**config.mk**
```make
export PLATFORM = sky130hd
export DESIGN_NAME = utf8_stream_validator
export DESIGN_NICKNAME = d
export VERILOG_FILES = /design/src/design/utfv_pkg.sv /design/src/design/utfv_front.sv /design/src/design/utfv_queue.sv /design/src/design/utfv_back.sv /design/src/design/utf8_stream_validator.sv
export SDC_FILE = /design/constraint.sdc
export NUM_CORES = 1
export LEC_CHECK = 0
export BUFFER_PORTS_ARGS = -buffer_cell sky130_fd_sc_hd__buf_2
export CORE_MARGIN = 2
export CORE_UTILIZATION = 25
export DETAILED_ROUTE_END_ITERATION = 6
export GPL_ROUTABILITY_DRIVEN = 0
export SYNTH_ARGS = -nofsm -noshare
export SYNTH_HDL_FRONTEND = slang
export SYNTH_SLANG_ARGS = --single-unit
```
**constraint.sdc**
```tcl
create_clock -name i_clk -period 3.6 [get_ports i_clk]
set_input_delay 0.18 -clock i_clk [delete_from_list [all_inputs] [get_ports i_clk]]
set_output_delay 0.18 -clock i_clk [all_outputs]
set_load 0.02 [all_outputs]
```
**src/design/utfv_pkg.sv**
```systemverilog
// ----------------------------------------------------------------------------
// utfv_pkg: shared types and constants of the utf-8 stream validator
// byte classes, queue entry layout, code point limits and queue sizing
// ----------------------------------------------------------------------------
package utfv_pkg;

    // byte classes produced by the front end
    typedef enum logic [2:0] {
        CLS_NONE  = 3'd0,   // no byte in this request
        CLS_ASCII = 3'd1,   // 01..7f
        CLS_BAD   = 3'd2,   // nul or a byte that cannot lead a sequence
        CLS_LEAD2 = 3'd3,   // c2..df
        CLS_LEAD3 = 3'd4,   // e0..ef
        CLS_LEAD4 = 3'd5    // f0..f4
    } t_cls;

    // one classified request as it sits in the queue
    typedef struct packed {
        t_cls       cls;
        logic       cont_ok;   // byte has the form 10xxxxxx
        logic [5:0] pay;       // payload bits, masked for the lead class
        logic       last;
    } t_item;

    // sequence kinds
    localparam logic [1:0] LEN_NONE = 2'd0;
    localparam logic [1:0] LEN_2B   = 2'd1;
    localparam logic [1:0] LEN_3B   = 2'd2;
    localparam logic [1:0] LEN_4B   = 2'd3;

    // byte ranges
    localparam logic [7:0] BYTE_NUL       = 8'h00;
    localparam logic [7:0] BYTE_ASCII_MAX = 8'h7F;
    localparam logic [7:0] LEAD2_LO       = 8'hC2;
    localparam logic [7:0] LEAD2_HI       = 8'hDF;
    localparam logic [7:0] LEAD3_LO       = 8'hE0;
    localparam logic [7:0] LEAD3_HI       = 8'hEF;
    localparam logic [7:0] LEAD4_LO       = 8'hF0;
    localparam logic [7:0] LEAD4_HI       = 8'hF4;
    localparam logic [1:0] CONT_TAG       = 2'b10;

    // code point limits
    localparam int unsigned CP_W = 21;
    localparam logic [CP_W-1:0] CP_MIN2    = 21'h000080;
    localparam logic [CP_W-1:0] CP_MIN3    = 21'h000800;
    localparam logic [CP_W-1:0] CP_MIN4    = 21'h010000;
    localparam logic [CP_W-1:0] CP_MAX     = 21'h10FFFF;
    localparam logic [CP_W-1:0] CP_SURR_LO = 21'h00D800;
    localparam logic [CP_W-1:0] CP_SURR_HI = 21'h00DFFF;

    // queue between front and back
    localparam int unsigned QDEPTH = 4;
    localparam int unsigned QAW    = $clog2(QDEPTH);
    localparam int unsigned QCW    = $clog2(QDEPTH + 1);

endpackage

```
**src/design/utfv_front.sv**
```systemverilog
// ----------------------------------------------------------------------------
// utfv_front: request intake and byte classification
// sorts each byte into a lead class and prepares its payload bits
// ----------------------------------------------------------------------------
module utfv_front (
    input  logic               i_valid,
    input  logic [7:0]         i_data_byte,
    input  logic               i_byte_present,
    input  logic               i_end_of_string,
    input  logic               i_q_full,
    output logic               o_ready,
    output logic               o_push,
    output utfv_pkg::t_item    o_item
);

    utfv_pkg::t_cls w_cls;
    logic [5:0]     w_pay;

    always_comb begin
        if (!i_byte_present) begin
            w_cls = utfv_pkg::CLS_NONE;
        end else if (i_data_byte == utfv_pkg::BYTE_NUL) begin
            w_cls = utfv_pkg::CLS_BAD;
        end else if (i_data_byte <= utfv_pkg::BYTE_ASCII_MAX) begin
            w_cls = utfv_pkg::CLS_ASCII;
        end else if (i_data_byte >= utfv_pkg::LEAD2_LO && i_data_byte <= utfv_pkg::LEAD2_HI) begin
            w_cls = utfv_pkg::CLS_LEAD2;
        end else if (i_data_byte >= utfv_pkg::LEAD3_LO && i_data_byte <= utfv_pkg::LEAD3_HI) begin
            w_cls = utfv_pkg::CLS_LEAD3;
        end else if (i_data_byte >= utfv_pkg::LEAD4_LO && i_data_byte <= utfv_pkg::LEAD4_HI) begin
            w_cls = utfv_pkg::CLS_LEAD4;
        end else begin
            w_cls = utfv_pkg::CLS_BAD;
        end
    end

    // lead bytes keep only their value bits, anything else keeps six
    always_comb begin
        unique case (w_cls)
            utfv_pkg::CLS_LEAD2: w_pay = {1'b0, i_data_byte[4:0]};
            utfv_pkg::CLS_LEAD3: w_pay = {2'b00, i_data_byte[3:0]};
            utfv_pkg::CLS_LEAD4: w_pay = {3'b000, i_data_byte[2:0]};
            default:             w_pay = i_data_byte[5:0];
        endcase
    end

    assign o_ready        = !i_q_full;
    assign o_push         = i_valid && !i_q_full;
    assign o_item.cls     = w_cls;
    assign o_item.cont_ok = (i_data_byte[7:6] == utfv_pkg::CONT_TAG);
    assign o_item.pay     = w_pay;
    assign o_item.last    = i_end_of_string;

endmodule

```
**src/design/utfv_queue.sv**
```systemverilog
// ----------------------------------------------------------------------------
// utfv_queue: short request queue between front and back
// circular buffer of classified requests with occupancy count
// ----------------------------------------------------------------------------
module utfv_queue (
    input  logic               i_clk,
    input  logic               i_rst_n,
    input  logic               i_push,
    input  utfv_pkg::t_item    i_item,
    input  logic               i_pop,
    output logic               o_full,
    output logic               o_valid,
    output utfv_pkg::t_item    o_item
);

    utfv_pkg::t_item           r_mem [utfv_pkg::QDEPTH];
    logic [utfv_pkg::QAW-1:0]  r_wr_ptr;
    logic [utfv_pkg::QAW-1:0]  r_rd_ptr;
    logic [utfv_pkg::QCW-1:0]  r_count;
    logic [utfv_pkg::QAW-1:0]  n_wr_ptr;
    logic [utfv_pkg::QAW-1:0]  n_rd_ptr;
    logic [utfv_pkg::QCW-1:0]  n_count;
    logic                      w_do_pop;

    assign w_do_pop = i_pop && (r_count != '0);

    always_comb begin
        n_wr_ptr = i_push   ? r_wr_ptr + 1'b1 : r_wr_ptr;
        n_rd_ptr = w_do_pop ? r_rd_ptr + 1'b1 : r_rd_ptr;
        n_count  = r_count;
        if (i_push && !w_do_pop) begin
            n_count = r_count + 1'b1;
        end else if (!i_push && w_do_pop) begin
            n_count = r_count - 1'b1;
        end
    end

    always_ff @(posedge i_clk) begin
        if (!i_rst_n) begin
            r_wr_ptr <= '0;
            r_rd_ptr <= '0;
            r_count  <= '0;
        end else begin
            r_wr_ptr <= n_wr_ptr;
            r_rd_ptr <= n_rd_ptr;
            r_count  <= n_count;
        end
    end

    always_ff @(posedge i_clk) begin
        if (i_push) begin
            r_mem[r_wr_ptr] <= i_item;
        end
    end

    assign o_full  = (r_count == utfv_pkg::QCW'(utfv_pkg::QDEPTH));
    assign o_valid = (r_count != '0);
    assign o_item  = r_mem[r_rd_ptr];

endmodule

```
**src/design/utfv_back.sv**
```systemverilog
// ----------------------------------------------------------------------------
// utfv_back: sequence tracking and verdict
// updates the open sequence state per request and registers the result
// ----------------------------------------------------------------------------
module utfv_back (
    input  logic               i_clk,
    input  logic               i_rst_n,
    input  logic               i_q_valid,
    input  utfv_pkg::t_item    i_item,
    output logic               o_pop,
    input  logic               i_ready,
    output logic               o_valid,
    output logic               o_string_valid
);

    logic [1:0]                r_bytes_rem;
    logic [1:0]                r_seq_len;
    logic [utfv_pkg::CP_W-1:0] r_accum;
    logic                      r_failed;
    logic                      r_out_valid;
    logic                      r_out_data;

    logic [1:0]                n_bytes_rem;
    logic [1:0]                n_seq_len;
    logic [utfv_pkg::CP_W-1:0] n_accum;
    logic                      n_failed;
    logic                      n_out_valid;
    logic                      n_out_data;

    logic                      w_take;
    logic [utfv_pkg::CP_W-1:0] w_cp;
    logic [utfv_pkg::CP_W-1:0] w_min;
    logic                      w_cp_ok;

    // a last request needs room in the result register
    assign w_take = i_q_valid && (!r_out_valid || i_ready || !i_item.last);

    assign w_cp = {r_accum[utfv_pkg::CP_W-7:0], i_item.pay};

    always_comb begin
        unique case (r_seq_len)
            utfv_pkg::LEN_2B: w_min = utfv_pkg::CP_MIN2;
            utfv_pkg::LEN_3B: w_min = utfv_pkg::CP_MIN3;
            default:          w_min = utfv_pkg::CP_MIN4;
        endcase
    end

    assign w_cp_ok = (w_cp >= w_min) && (w_cp <= utfv_pkg::CP_MAX)
                   && !((w_cp >= utfv_pkg::CP_SURR_LO) && (w_cp <= utfv_pkg::CP_SURR_HI));

    always_comb begin
        n_bytes_rem = r_bytes_rem;
        n_seq_len   = r_seq_len;
        n_accum     = r_accum;
        n_failed    = r_failed;
        n_out_valid = r_out_valid && !i_ready;
        n_out_data  = r_out_data;

        if (w_take) begin
            if (i_item.cls != utfv_pkg::CLS_NONE && !r_failed) begin
                if (r_bytes_rem != 2'd0) begin
                    // continuation expected
                    if (!i_item.cont_ok) begin
                        n_failed    = 1'b1;
                        n_bytes_rem = '0;
                        n_seq_len   = utfv_pkg::LEN_NONE;
                        n_accum     = '0;
                    end else if (r_bytes_rem == 2'd1) begin
                        n_failed    = !w_cp_ok;
                        n_bytes_rem = '0;
                        n_seq_len   = utfv_pkg::LEN_NONE;
                        n_accum     = '0;
                    end else begin
                        n_bytes_rem = r_bytes_rem - 2'd1;
                        n_accum     = w_cp;
                    end
                end else begin
                    unique case (i_item.cls)
                        utfv_pkg::CLS_LEAD2: begin
                            n_bytes_rem = 2'd1;
                            n_seq_len   = utfv_pkg::LEN_2B;
                            n_accum     = utfv_pkg::CP_W'(i_item.pay);
                        end
                        utfv_pkg::CLS_LEAD3: begin
                            n_bytes_rem = 2'd2;
                            n_seq_len   = utfv_pkg::LEN_3B;
                            n_accum     = utfv_pkg::CP_W'(i_item.pay);
                        end
                        utfv_pkg::CLS_LEAD4: begin
                            n_bytes_rem = 2'd3;
                            n_seq_len   = utfv_pkg::LEN_4B;
                            n_accum     = utfv_pkg::CP_W'(i_item.pay);
                        end
                        utfv_pkg::CLS_ASCII, utfv_pkg::CLS_NONE: begin
                        end
                        default: begin
                            n_failed = 1'b1;
                        end
                    endcase
                end
            end

            if (i_item.last) begin
                n_out_valid = 1'b1;
                n_out_data  = !n_failed && (n_bytes_rem == 2'd0);
                n_bytes_rem = '0;
                n_seq_len   = utfv_pkg::LEN_NONE;
                n_accum     = '0;
                n_failed    = 1'b0;
            end
        end
    end

    always_ff @(posedge i_clk) begin
        if (!i_rst_n) begin
            r_bytes_rem <= '0;
            r_seq_len   <= utfv_pkg::LEN_NONE;
            r_accum     <= '0;
            r_failed    <= 1'b0;
            r_out_valid <= 1'b0;
        end else begin
            r_bytes_rem <= n_bytes_rem;
            r_seq_len   <= n_seq_len;
            r_accum     <= n_accum;
            r_failed    <= n_failed;
            r_out_valid <= n_out_valid;
        end
    end

    always_ff @(posedge i_clk) begin
        r_out_data <= n_out_data;
    end

    assign o_pop          = w_take;
    assign o_valid        = r_out_valid;
    assign o_string_valid = r_out_data;

    // a failed string holds no open sequence
    a_fail_clears_seq: assert property (@(posedge i_clk) disable iff (!i_rst_n)
        r_failed |-> (r_bytes_rem == 2'd0 && r_seq_len == utfv_pkg::LEN_NONE))
        else $error("open sequence kept after failure");

    // bytes still expected never exceed the sequence kind
    a_rem_le_len: assert property (@(posedge i_clk) disable iff (!i_rst_n)
        r_bytes_rem <= r_seq_len)
        else $error("bytes remaining exceed sequence length");

    // a new result only follows a taken last request
    a_result_src: assert property (@(posedge i_clk) disable iff (!i_rst_n)
        $rose(r_out_valid) |-> $past(w_take && i_item.last))
        else $error("result without a last request");

endmodule

```
**src/design/utf8_stream_validator.sv**
```systemverilog
// ----------------------------------------------------------------------------
// utf8_stream_validator: streaming utf-8 well-formedness check
// one byte per request, one verdict per string at the request marked last
// ----------------------------------------------------------------------------
// result path: a last request is written into the request queue, then taken by
//   the back end and its verdict registered in the result register; the back end
//   holds a last request while the result register is full and not being read
// throughput: one request per cycle while the request queue has room
// reset: synchronous active-low i_rst_n empties the queue, drops the result
//   and clears the sequence state; no clearing pass is needed
// ----------------------------------------------------------------------------
module utf8_stream_validator (
    input  logic       i_clk,
    input  logic       i_rst_n,
    // request channel
    input  logic       i_valid,
    output logic       o_ready,
    input  logic [7:0] i_data_byte,
    input  logic       i_byte_present,
    input  logic       i_end_of_string,
    // result channel
    output logic       o_valid,
    input  logic       i_ready,
    output logic       o_string_valid
);

    // front to queue
    logic            w_push;
    utfv_pkg::t_item w_front_item;
    logic            w_q_full;

    // queue to back
    logic            w_q_valid;
    utfv_pkg::t_item w_q_item;
    logic            w_pop;

    // front: classify the byte, accept whenever the queue has room
    utfv_front u_front (
        .i_valid         (i_valid),
        .i_data_byte     (i_data_byte),
        .i_byte_present  (i_byte_present),
        .i_end_of_string (i_end_of_string),
        .i_q_full        (w_q_full),
        .o_ready         (o_ready),
        .o_push          (w_push),
        .o_item          (w_front_item)
    );

    // queue decouples intake from a stalled result channel
    utfv_queue u_queue (
        .i_clk   (i_clk),
        .i_rst_n (i_rst_n),
        .i_push  (w_push),
        .i_item  (w_front_item),
        .i_pop   (w_pop),
        .o_full  (w_q_full),
        .o_valid (w_q_valid),
        .o_item  (w_q_item)
    );

    // back: track the open sequence, register the verdict
    utfv_back u_back (
        .i_clk          (i_clk),
        .i_rst_n        (i_rst_n),
        .i_q_valid      (w_q_valid),
        .i_item         (w_q_item),
        .o_pop          (w_pop),
        .i_ready        (i_ready),
        .o_valid        (o_valid),
        .o_string_valid (o_string_valid)
    );

endmodule

```
# Word level (Yosys, flattened, before mapping)
# Memories as Yosys holds them, arrays and structs flattened. A register that Yosys moved wholly into a read port is not among the register bits.
# Cells that the tools add are included.
# classes
add_sub_neg	5
n_mul	0
div	0
n_lt_le_gt_ge	11
eq_ne	13
n_shift	0
muxes	42
n_bitwise	0
reduce_logical	41
# op_table
cell	count
15-bit 2-to-1 mux	6
17-bit one-hot mux with 2 select lines	1
2-bit 2-to-1 mux	13
8-bit greater-or-equal comparator, second input constant	3
8-bit less-or-equal comparator, second input constant	3
3-bit 2-to-1 mux	8
21-bit by 16-bit greater-or-equal comparator with 1-bit output, second input constant	1
21-bit by 17-bit greater-or-equal comparator with 1-bit output	1
21-bit by 16-bit less-or-equal comparator with 1-bit output, second input constant	1
21-bit less-or-equal comparator, second input constant	1
6-bit one-hot mux with 3 select lines	1
3-bit equality test, second input constant	5
1-bit logical AND	14
2-bit one-hot mux with 3 select lines	2
1-bit 2-to-1 mux	11
1-bit zero test	10
3-bit nonzero test	3
8-bit by 7-bit less-or-equal comparator with 1-bit output, second input constant	1
8-bit zero test	1
3-bit by 2-bit equality test with 1-bit output, second input constant	2
2-bit nonzero test	3
5-bit nonzero test	1
5-bit OR reduction	1
2-bit by 1-bit adder with 2-bit output, second input constant	2
other kinds (14)	17
# word_totals
reg_bits	29
latchBits	0
ramBits	44
romBits	0
inputBits	14
elab_cells	122
n_memories	1
# mem_list
name	words	width	read_ports	rd_clocked_by_memory_dff	wr	line_no	source
u_queue.r_mem	4	11	1	1	1	utfv_queue.sv:16	utfv_pkg::t_item r_mem [utfv_pkg::QDEPTH];

# Logic depth before layout (Yosys ltp)
# Gate-level depths: netlist of the first run.
# logic_depth
depth_word	13
depth_mapped	10
ltp_nobuf	10

# By module
# From an unflattened synthesis of the first run, not the netlist that was laid out.
# unflattened
cells_unflattened	272
hier_area_um2	3519.6
# by_module_without_submodules
mod	instances	cells_each	area_each_um2	seq_area_each_um2
utfv_queue	1	100	2089.5	1501.4
utfv_back	1	144	1258.7	450.4
utfv_front	1	28	171.4	0.0

# Least setup slack after synthesis of the first run
# OpenSTA, ideal clock, no wires.
# synth_timing
path_type	reg-to-reg
startpoint	reg (tool-made name)
endpoint	reg u_queue.r_count[2] (netlist name)
t_arrival_ps	2439
t_required_ps	3530
slack_ps	1091
path_stages_with_launch	11
path_buffers	1
synth_period_minus_slack_ps	2509
path_cell_list	dfxtp_1 -> buf_6 -> mux4_2 -> inv_1 -> o21ai_2 -> ha_1 -> inv_1 -> fa_1 -> xor2_1 -> or3_1 -> a21oi_1
# synth_rtl
element	line_no	source
end signal: assignment	utfv_queue.sv:46	r_count <= n_count;
end: declaration	utfv_queue.sv:19	logic [utfv_pkg::QCW-1:0] r_count;

==> results.yml, run 1 <==
layout:
  syn2layout_area_growth_pct: 16.8
  drive_gt1_share_pct: 14.6
  stdcell_area_um2: 4060
  layout_common_cells: "45 x edfxtp_1, 30 x dfxtp_1, 26 x nor2_1, 23 x a21oi_1, 22 x nand2_1"
  multi_input_area_um2: 1390
  fin_nets: 336
  n_fill_cell: 1377
  ff_latch_area_um2: 1950
  n_antenna_cell: 0
  final_common_cell: "edfxtp_1"
clocking:
  cts_setup_buffers: 0
  hold_buffers: 0
  cts_buffers: 9
  cts_resized: 0
  root_buffer: "clkbuf_16"
  cts_tree: "yes"
  clk_pin_slew_ns: 0.06
  clock_latency_ns: 0.34
  clockBufferDepth: 2
  cts_sinks: 75
  htreeDepth: 3
sta:
  fmax_mhz: 349
  slew_viol_final: 0
  slew_headroom_pct: 51.6
  skew_ns: 0.00638
  final_hold_viol_count: 0
  tightest_slew_ns: 0.726
  setup_violations: 0
  tns_ns: 0
  timing.hold.ws_ns: 0.0930
  fin_crit_sh_pct: 79.6
  grt_setup_unrepaired: "no"
  fin_crit_ns: 2.87
critical_path:
  endpoint_kind: "register"
  crit_path_max_incr_delay_ns: 0.53
  path_cells: "mux4_2 > inv_1 > o21ai_2 > ha_1 > inv_1 > fa_1 > xor2_1 > or3_1 > a21oi_1"
  start_kind: "register"
  cpMostUsedCell: "inv_1"
  worstSetupPathType: "reg -> reg"
  crit_required_ns: 3.86
  critPathSlowestCell: "dfxtp_1"
  critPathMaxFanout: 7
  cp_data_arrival_time_ns: 3.13
detailed_routing:
  drc: 0
  dr.first_iter.drc_count: 70
  drtAntennaViolNets: 0
  drt_pass1_iterations: 6
  post_drt_wl_per_cell_um: 13.3
  vias_per_cell: 4.61
  wirelength_mm: 6.56
  vias: 2277
power:
  p_clk_share_pct: 29.7
  leakage_nw: 1.45
  pwr-share-comb_pct: 34.2
  ir_worst_vdd_mv: 0.258
  pwr-share-seq_pct: 36.2
  switching_share_pct: 35.1
  power_density_nw_per_um2: 783
  internal_power_mw: 2.06
  switchingPower_mw: 1.11
global_route:
  overflow: 0
  grt_pass1_wl_mm: 11.3
  grt_usage_pct: 9.85
  antenna_found_initial: 0
  grt_pass1_vias: 2249
  grt_max_degree: 29
logic_synthesis:
  ys_ff_latch: 75
  synthSimpleGateAreaFrac_pct: 15.1
  ys_seq_area_share_pct: 56.2
  synth-compound-area-share_pct: 9.76
  ys.warnings.count: 0
  muxShareOfSynthArea_pct: 8.86
  syn_inst: 290
  synth_xor_area_share_pct: 1.51
  syn_area_per_cell_um2: 12.0
  async_reset_ff_share_pct: 0
  synth_area_um2: 3470
  synth_fa_ha_area_share_pct: 4.90
  synth_top_family_by_area: "simple AND/OR/NAND/NOR gates"
  syn-num-nets: 317
  synth_cell_type_count: 51
  synth_edf_count: 45
  ys.flop_type: "edfxtp_1"
floorplanning:
  core_um2: 13700
  initial_core_util_pct: 25.3
  die_h_um: 122
  dieArea_um2: 14900
  rows: 43
  die_w_um: 122
  io_pins: 17
run:
  drv_cap: 0
placement:
  dp_hpwl_mm: 4.52
  io_buffers: 16
  dpl-instance-area_um2: 3740
outcome:
  status: "finished clean"
worst_hold_path:
  hold_path_class: "in -> reg"
[synth_stat cells, types with 3 or more instances]
| library cell | number | area, µm² |
|---|---|---|
| a21oi_1 | 23 | 115 |
| and3_1 | 6 | 37.5 |
| buf_2 | 4 | 20.0 |
| clkbuf_1 | 3 | 11.3 |
| dfxtp_1 | 30 | 601 |
| edfxtp_1 | 45 | 1350 |
| ha_1 | 12 | 150 |
| inv_1 | 17 | 63.8 |
| mux2i_1 | 3 | 30.0 |
| mux4_1 | 8 | 210 |
| mux4_2 | 3 | 67.6 |
| nand2_1 | 22 | 82.6 |
| nand2b_1 | 5 | 31.3 |
| nand3_1 | 19 | 95.1 |
| nor2_1 | 26 | 97.6 |
| nor2b_1 | 5 | 31.3 |
| nor3_1 | 6 | 30.0 |
| o21ai_0 | 6 | 30.0 |
| or3_1 | 4 | 25.0 |
| xnor2_1 | 4 | 35.0 |
[path summary, 6_finish.rpt]
kind,from,end,slack [ns],cells past startpoint
max,register,u_queue.r_count[2],0.73,9
min,i_end_of_string,u_queue.r_mem[1][0],0.09,1
max reg2reg,register,u_queue.r_count[2],0.73,9
min reg2reg,u_back.r_accum[11],u_back.r_accum[11],0.45,2
[metal layers]
| metal | share of wire [%] | GRT usage (%) |
|---|---|---|
| met1 | 48 | 12.9 |
| met2 | 47 | 15.7 |
| met3 | 3.4 | 1.92 |
| met4 | 1.8 | 4.53 |
| met5 | 0 | 0 |
[through the flow]
step / utilization [%] / setup slack (ns) / power (mW) / std cells
2_1_floorplan: - / 1.09 / 2.03 / 290
3_3_place_gp: 27.3 / 0.829 / 2.23 / 478
3_5_place_dp: 27.3 / 0.733 / 2.25 / 478
4_1_cts: 29.6 / 0.699 / 3.21 / 494
5_1_grt: 29.6 / 0.509 / 3.39 / 494
6_report: 29.6 / 0.733 / 3.18 / 494
[power groups by stage]
stage,Combinational [mW],Clock [mW],Sequential [mW]
2_1_floorplan,0.888,0,1.15
3_3_place_gp,1.06,0,1.16
3_5_place_dp,1.08,0,1.17
4_1_cts,1.09,0.962,1.15
5_1_grt,1.23,0.988,1.17
6_report,1.09,0.942,1.15
[kinds of logic after synthesis]
logic type,count (synthesis)
xor gates and xnor gates,6
AOI/OAI and AO/OA,49
and+or+nand+nor,104
adders and majority gates,13
muxes,14
buffers and inverters,29
DFF,75
[critical path: cells and delay by family, from the launching register on]
kind	cells	cell delay (ns)
compound gates	2	0.57
xor+xnor	1	0.16
fa+ha+maj	2	0.64
buf+inv	2	0.16
flops	1	0.53
mux	1	0.41
simple gates	1	0.32
[cell type report]
class | instances | share of cell area [%]
flip-flops and latches | 75 | 48.1
multi-input cells | 186 | 34.3
clock buffers | 9 | 5.55
well taps | 180 | 5.55
repair buffers | 19 | 2.53
clock inverters | 7 | 2.28
inverters | 18 | 1.66
[flip-flops by register name, summed over array words and instances, names as in the netlist, named ones only]
register and flops:
u_queue.r_mem 44, u_back.r_accum 15, u_queue.r_count 3, u_back.r_bytes_rem 2
u_back.r_seq_len 2, u_queue.r_rd_ptr 2, u_queue.r_wr_ptr 2, u_back.o_string_valid 1
u_back.o_valid 1, u_back.r_failed 1
Note: power is estimated with default switching activity, not from simulation.
==> run 2: changes to the inputs <==
==> constraint.sdc (replaced) <==
create_clock -name i_clk -period 2.7 [get_ports i_clk]
set_input_delay 0.135 -clock i_clk [delete_from_list [all_inputs] [get_ports i_clk]]
set_output_delay 0.135 -clock i_clk [all_outputs]
set_load 0.02 [all_outputs]
==> results.yml, run 2 (synthesis results as in run 1) <==
outcome:
  status: "finished clean"
critical_path:
  cp_data_arrival_time_ns: 2.54
  crit_path_max_incr_delay_ns: 0.42
  start_kind: "register"
  critPathSlowestCell: "or4b_1"
  endpoint_kind: "register"
  path_buf_inv: 1
  worstSetupPathType: "reg -> reg"
  cpLargestDelayFamily: "compound AO/OA/AOI/OAI gates"
  crit_required_ns: 2.77
  path_cells: "inv_1 > ha_1 > ha_1 > or4b_1 > a211o_1 > a2111oi_2 > a211oi_1 > a2111oi_2 > nor4_1"
  critPathMaxFanout: 2
layout:
  fin_nets: 341
  largest_reg_flops: 44
  top_register: "u_queue.r_mem"
  syn2layout_area_growth_pct: 19.2
  n_fill_cell: 1400
  final_common_cell: "edfxtp_1"
  largestRegisters: "u_queue.r_mem: 44 flops, u_back.r_accum: 15 flops, u_queue.r_count: 3 flops"
  layout_common_cells: "45 x edfxtp_1, 30 x dfxtp_1, 26 x nor2_1, 23 x a21oi_1, 22 x nand2_1"
  final_cells: 498
  drive_gt1_share_pct: 15.7
  n_antenna_cell: 0
floorplanning:
  die_w_um: 122
  rows: 43
  io_pins: 17
  initial_core_util_pct: 25.3
  dieArea_um2: 14900
  core_um2: 13700
  die_h_um: 122
sta:
  fin_crit_sh_pct: 91.5
  final_hold_viol_count: 0
  slew_viol_final: 0
  grt_setup_unrepaired: "no"
  fin_crit_ns: 2.47
  slew_headroom_pct: 59.4
  setup_violations: 0
  tns_ns: 0
  fmax_mhz: 405
  timing.hold.ws_ns: 0.0324
  skew_ns: 0.00849
  tightest_slew_ns: 0.609
detailed_routing:
  dr.first_iter.drc_count: 101
  vias_per_cell: 4.54
  drt_pass1_iterations: 4
  post_drt_wl_per_cell_um: 13.6
  wirelength_mm: 6.76
  drtAntennaViolNets: 0
  drc: 0
  vias: 2259
clocking:
  cts_sinks: 75
  clk_pin_slew_ns: 0.06
  hold_buffers: 0
  clock_latency_ns: 0.33
  cts_tree: "yes"
  root_buffer: "clkbuf_16"
  clockBufferDepth: 2
  cts_buffers: 9
  cts_setup_buffers: 0
  htreeDepth: 3
  cts_resized: 0
worst_hold_path:
  hold_path_class: "in -> reg"
power:
  leakage_nw: 1.49
  ir_worst_vdd_mv: 0.480
  power_density_nw_per_um2: 1080
placement:
  dp_hpwl_mm: 4.60
  io_buffers: 16
  placed_cells: 483
global_route:
  overflow: 0
  grt_pass1_vias: 2372
  grt_usage_pct: 10.1
  antenna_found_initial: 0
  grt_max_degree: 29
  grt_pass1_wl_mm: 11.7
run:
  drv_cap: 0
[run 2: per-stage QoR]
step | instance area (µm²) | utilization (%) | setup slack [ns] | power [mW]
floorplan | 3470 | - | 0.191 | 2.71
global placement | 3800 | 27.7 | 0.145 | 3.10
detailed placement | 3800 | 27.7 | 0.0952 | 3.14
CTS | 4140 | 30.2 | 0.0888 | 4.51
global route | 4140 | 30.2 | 0.0582 | 4.78
finish | 4140 | 30.2 | 0.229 | 4.47
[run 2: area by class of cell]
class	count	area (µm²)	area share [%]
clock inverter	6	113	2.72
clock buffer	9	225	5.44
timing repair buffer	24	165	3.99
sequential	75	1950	47.1
inverter	18	67.6	1.63
tap	180	225	5.44
multi-input combinational	186	1390	33.7
[run 2: per-layer routing]
layer | part of all wire (%) | vias to the layer above | track usage (%)
li1 | - | 1121 | -
met1 | 48 | 1100 | 12.8
met2 | 48 | 34 | 16.8
met4 | 0.53 | 0 | 2.23
met5 | 0 | - | 0
met3 | 3.7 | 4 | 3.18
[run 2: final timing paths]
check | depth (start not counted) | slack, ns | from | endpoint
max | 9 | 0.23 | u_back.r_seq_len[1] | u_back.o_string_valid
min | 1 | 0.03 | i_end_of_string | u_queue.r_mem[2][0]
max reg2reg | 9 | 0.23 | u_back.r_seq_len[1] | u_back.o_string_valid
min reg2reg | 2 | 0.45 | u_back.r_accum[12] | u_back.r_accum[12]
[run 2: power by group]
group          internal, mW  switching, mW
clock network         0.902          0.448
registers              1.41          0.118
logic                 0.706          0.886
total                  3.02           1.45
==> run 3: changes to the inputs <==
--- a/config.mk
+++ b/config.mk
@@ -6,10 +6,10 @@
 export NUM_CORES = 1
 export LEC_CHECK = 0
 export BUFFER_PORTS_ARGS = -buffer_cell sky130_fd_sc_hd__buf_2
-export CORE_MARGIN = 2
-export CORE_UTILIZATION = 25
+export CORE_UTILIZATION = 55
 export DETAILED_ROUTE_END_ITERATION = 6
 export GPL_ROUTABILITY_DRIVEN = 0
+export PLACE_DENSITY = 0.73
 export SYNTH_ARGS = -nofsm -noshare
 export SYNTH_HDL_FRONTEND = slang
 export SYNTH_SLANG_ARGS = --single-unit
==> results.yml, run 3 (synthesis results as in run 1) <==
layout:
  fin_util_pct: 64.8
  drive_gt1_share_pct: 17.1
  n_fill_cell: 450
  n_antenna_cell: 0
  largestRegisters: "u_queue.r_mem: 44 flops, u_back.r_accum: 15 flops, u_queue.r_count: 3 flops"
  largest_reg_flops: 44
  fin_nets: 344
  top_register: "u_queue.r_mem"
  syn2layout_area_growth_pct: 11.8
  layout_common_cells: "45 x edfxtp_1, 30 x dfxtp_1, 26 x nor2_1, 23 x a21oi_1, 22 x nand2_1"
  final_common_cell: "edfxtp_1"
  stdcell_area_um2: 3880
detailed_routing:
  vias: 2301
  drtAntennaViolNets: 0
  drt_pass1_iterations: 4
  dr.first_iter.drc_count: 141
  vias_per_cell: 5.80
  drc: 0
  post_drt_wl_per_cell_um: 16.1
  wirelength_mm: 6.38
sta:
  final_hold_viol_count: 0
  setup_violations: 0
  timing.hold.ws_ns: 0.0593
  slew_viol_final: 0
  fin_crit_sh_pct: 93.3
  slew_headroom_pct: 59.2
  tightest_slew_ns: 0.609
  fin_crit_ns: 2.52
  skew_ns: 0.00636
  fmax_mhz: 397
  grt_setup_unrepaired: "no"
  tns_ns: 0
clocking:
  cts_buffers: 9
  root_buffer: "clkbuf_8"
  clockBufferDepth: 2
  clk_pin_slew_ns: 0.08
  cts_sinks: 75
  cts_tree: "yes"
  clock_latency_ns: 0.33
  htreeDepth: 3
power:
  p_clk_share_pct: 20.9
  pwr-share-comb_pct: 40.6
  ir_worst_vdd_mv: 0.424
  internal_power_mw: 2.55
  leakage_nw: 1.41
  switchingPower_mw: 1.44
  pwr-share-seq_pct: 38.5
  switching_share_pct: 36.2
  power_density_nw_per_um2: 1030
critical_path:
  endpoint_kind: "register"
  crit_required_ns: 2.78
  start_kind: "register"
  critPathMaxFanout: 2
  cp_data_arrival_time_ns: 2.60
  worstSetupPathType: "reg -> reg"
placement:
  dp_hpwl_mm: 4.45
  io_buffers: 16
  dpl-instance-area_um2: 3630
run:
  drv_cap: 0
global_route:
  grt_usage_pct: 21.3
  grt_pass1_vias: 2199
  grt_max_degree: 29
  overflow: 0
  grt_pass1_wl_mm: 10.2
  antenna_found_initial: 0
floorplanning:
  die_h_um: 81.5
  initial_core_util_pct: 58.0
  io_pins: 17
  core_um2: 5990
  dieArea_um2: 6640
  rows: 28
  die_w_um: 81.5
outcome:
  status: "finished clean"
worst_hold_path:
  hold_path_class: "in -> reg"
[run 3: changes by cell type in the layout (fill, tap and decap cells not counted), sizes merged]
cell,previous run,this run
inv,20,18
dlygate4sd3,0,1
clkinvlp,0,5
buf,24,26
bufinv,3,1
[run 3: what timing repair did]
| item | 4_1_cts | 5_1_grt |
|---|---|---|
| setup endpoints to repair | 0 | 17 |
| hold buffers | 0 | 1 |
| endpoints found under the hold margin | 0 | 4 |
| setup buffers | 0 | 4 |
| gates resized for setup | 0 | 4 |
[run 3: power by group through the flow]
stage          Combinational, mW  Clock [mW]  Sequential [mW]
3_3_place_gp                1.46           0             1.55
6_report                    1.62       0.835             1.54
4_1_cts                     1.51       0.843             1.53
2_1_floorplan               1.18           0             1.53
5_1_grt                     1.78       0.901             1.57
3_5_place_dp                1.50           0             1.55
[run 3: worst max-delay path: stages, from the launching register on]
cell and delay (ns):
dfxtp_1 0.32, inv_1 0.08, ha_1 0.16, ha_1 0.13, or4b_1 0.42, a211o_1 0.31, a2111oi_4 0.37, a211oi_2 0.14
a2111oi_2 0.23, nor4_1 0.09
[run 3: final timing paths]
kind / cells after the start / slack, ns / startpoint / to
max: 9 / 0.18 / u_back.r_seq_len[1] / u_back.o_string_valid
min reg2reg: 2 / 0.45 / u_back.r_accum[13] / u_back.r_accum[13]
max reg2reg: 9 / 0.18 / u_back.r_seq_len[1] / u_back.o_string_valid
min: 1 / 0.06 / i_data_byte[1] / u_queue.r_mem[0][2]
[run 3: area by class of cell]
| type | instances | area (µm²) | share of cell area (%) |
|---|---|---|---|
| tap | 75 | 93.8 | 2.42 |
| sequential | 75 | 1950 | 50.3 |
| multi-input combinational | 186 | 1410 | 36.4 |
| clock buffer | 9 | 124 | 3.19 |
| timing repair buffer | 27 | 165 | 4.25 |
| clock inverter | 7 | 68.8 | 1.77 |
| inverter | 18 | 67.6 | 1.74 |
[run 3: metrics by stage]
stage	power (mW)	instances	setup slack (ns)
global route	4.25	397	0.00279
global placement	3.02	376	0.0291
finish	3.99	397	0.181
floorplan	2.71	290	0.191
CTS	3.88	392	0.00415
detailed placement	3.06	376	0.0230
[run 3: metal layers]
layer	GRT usage [%]	share of wire [%]
met1	26.5	45
met2	36.4	50
met3	4.44	3.6
met4	7.86	1.3
met5	0	0
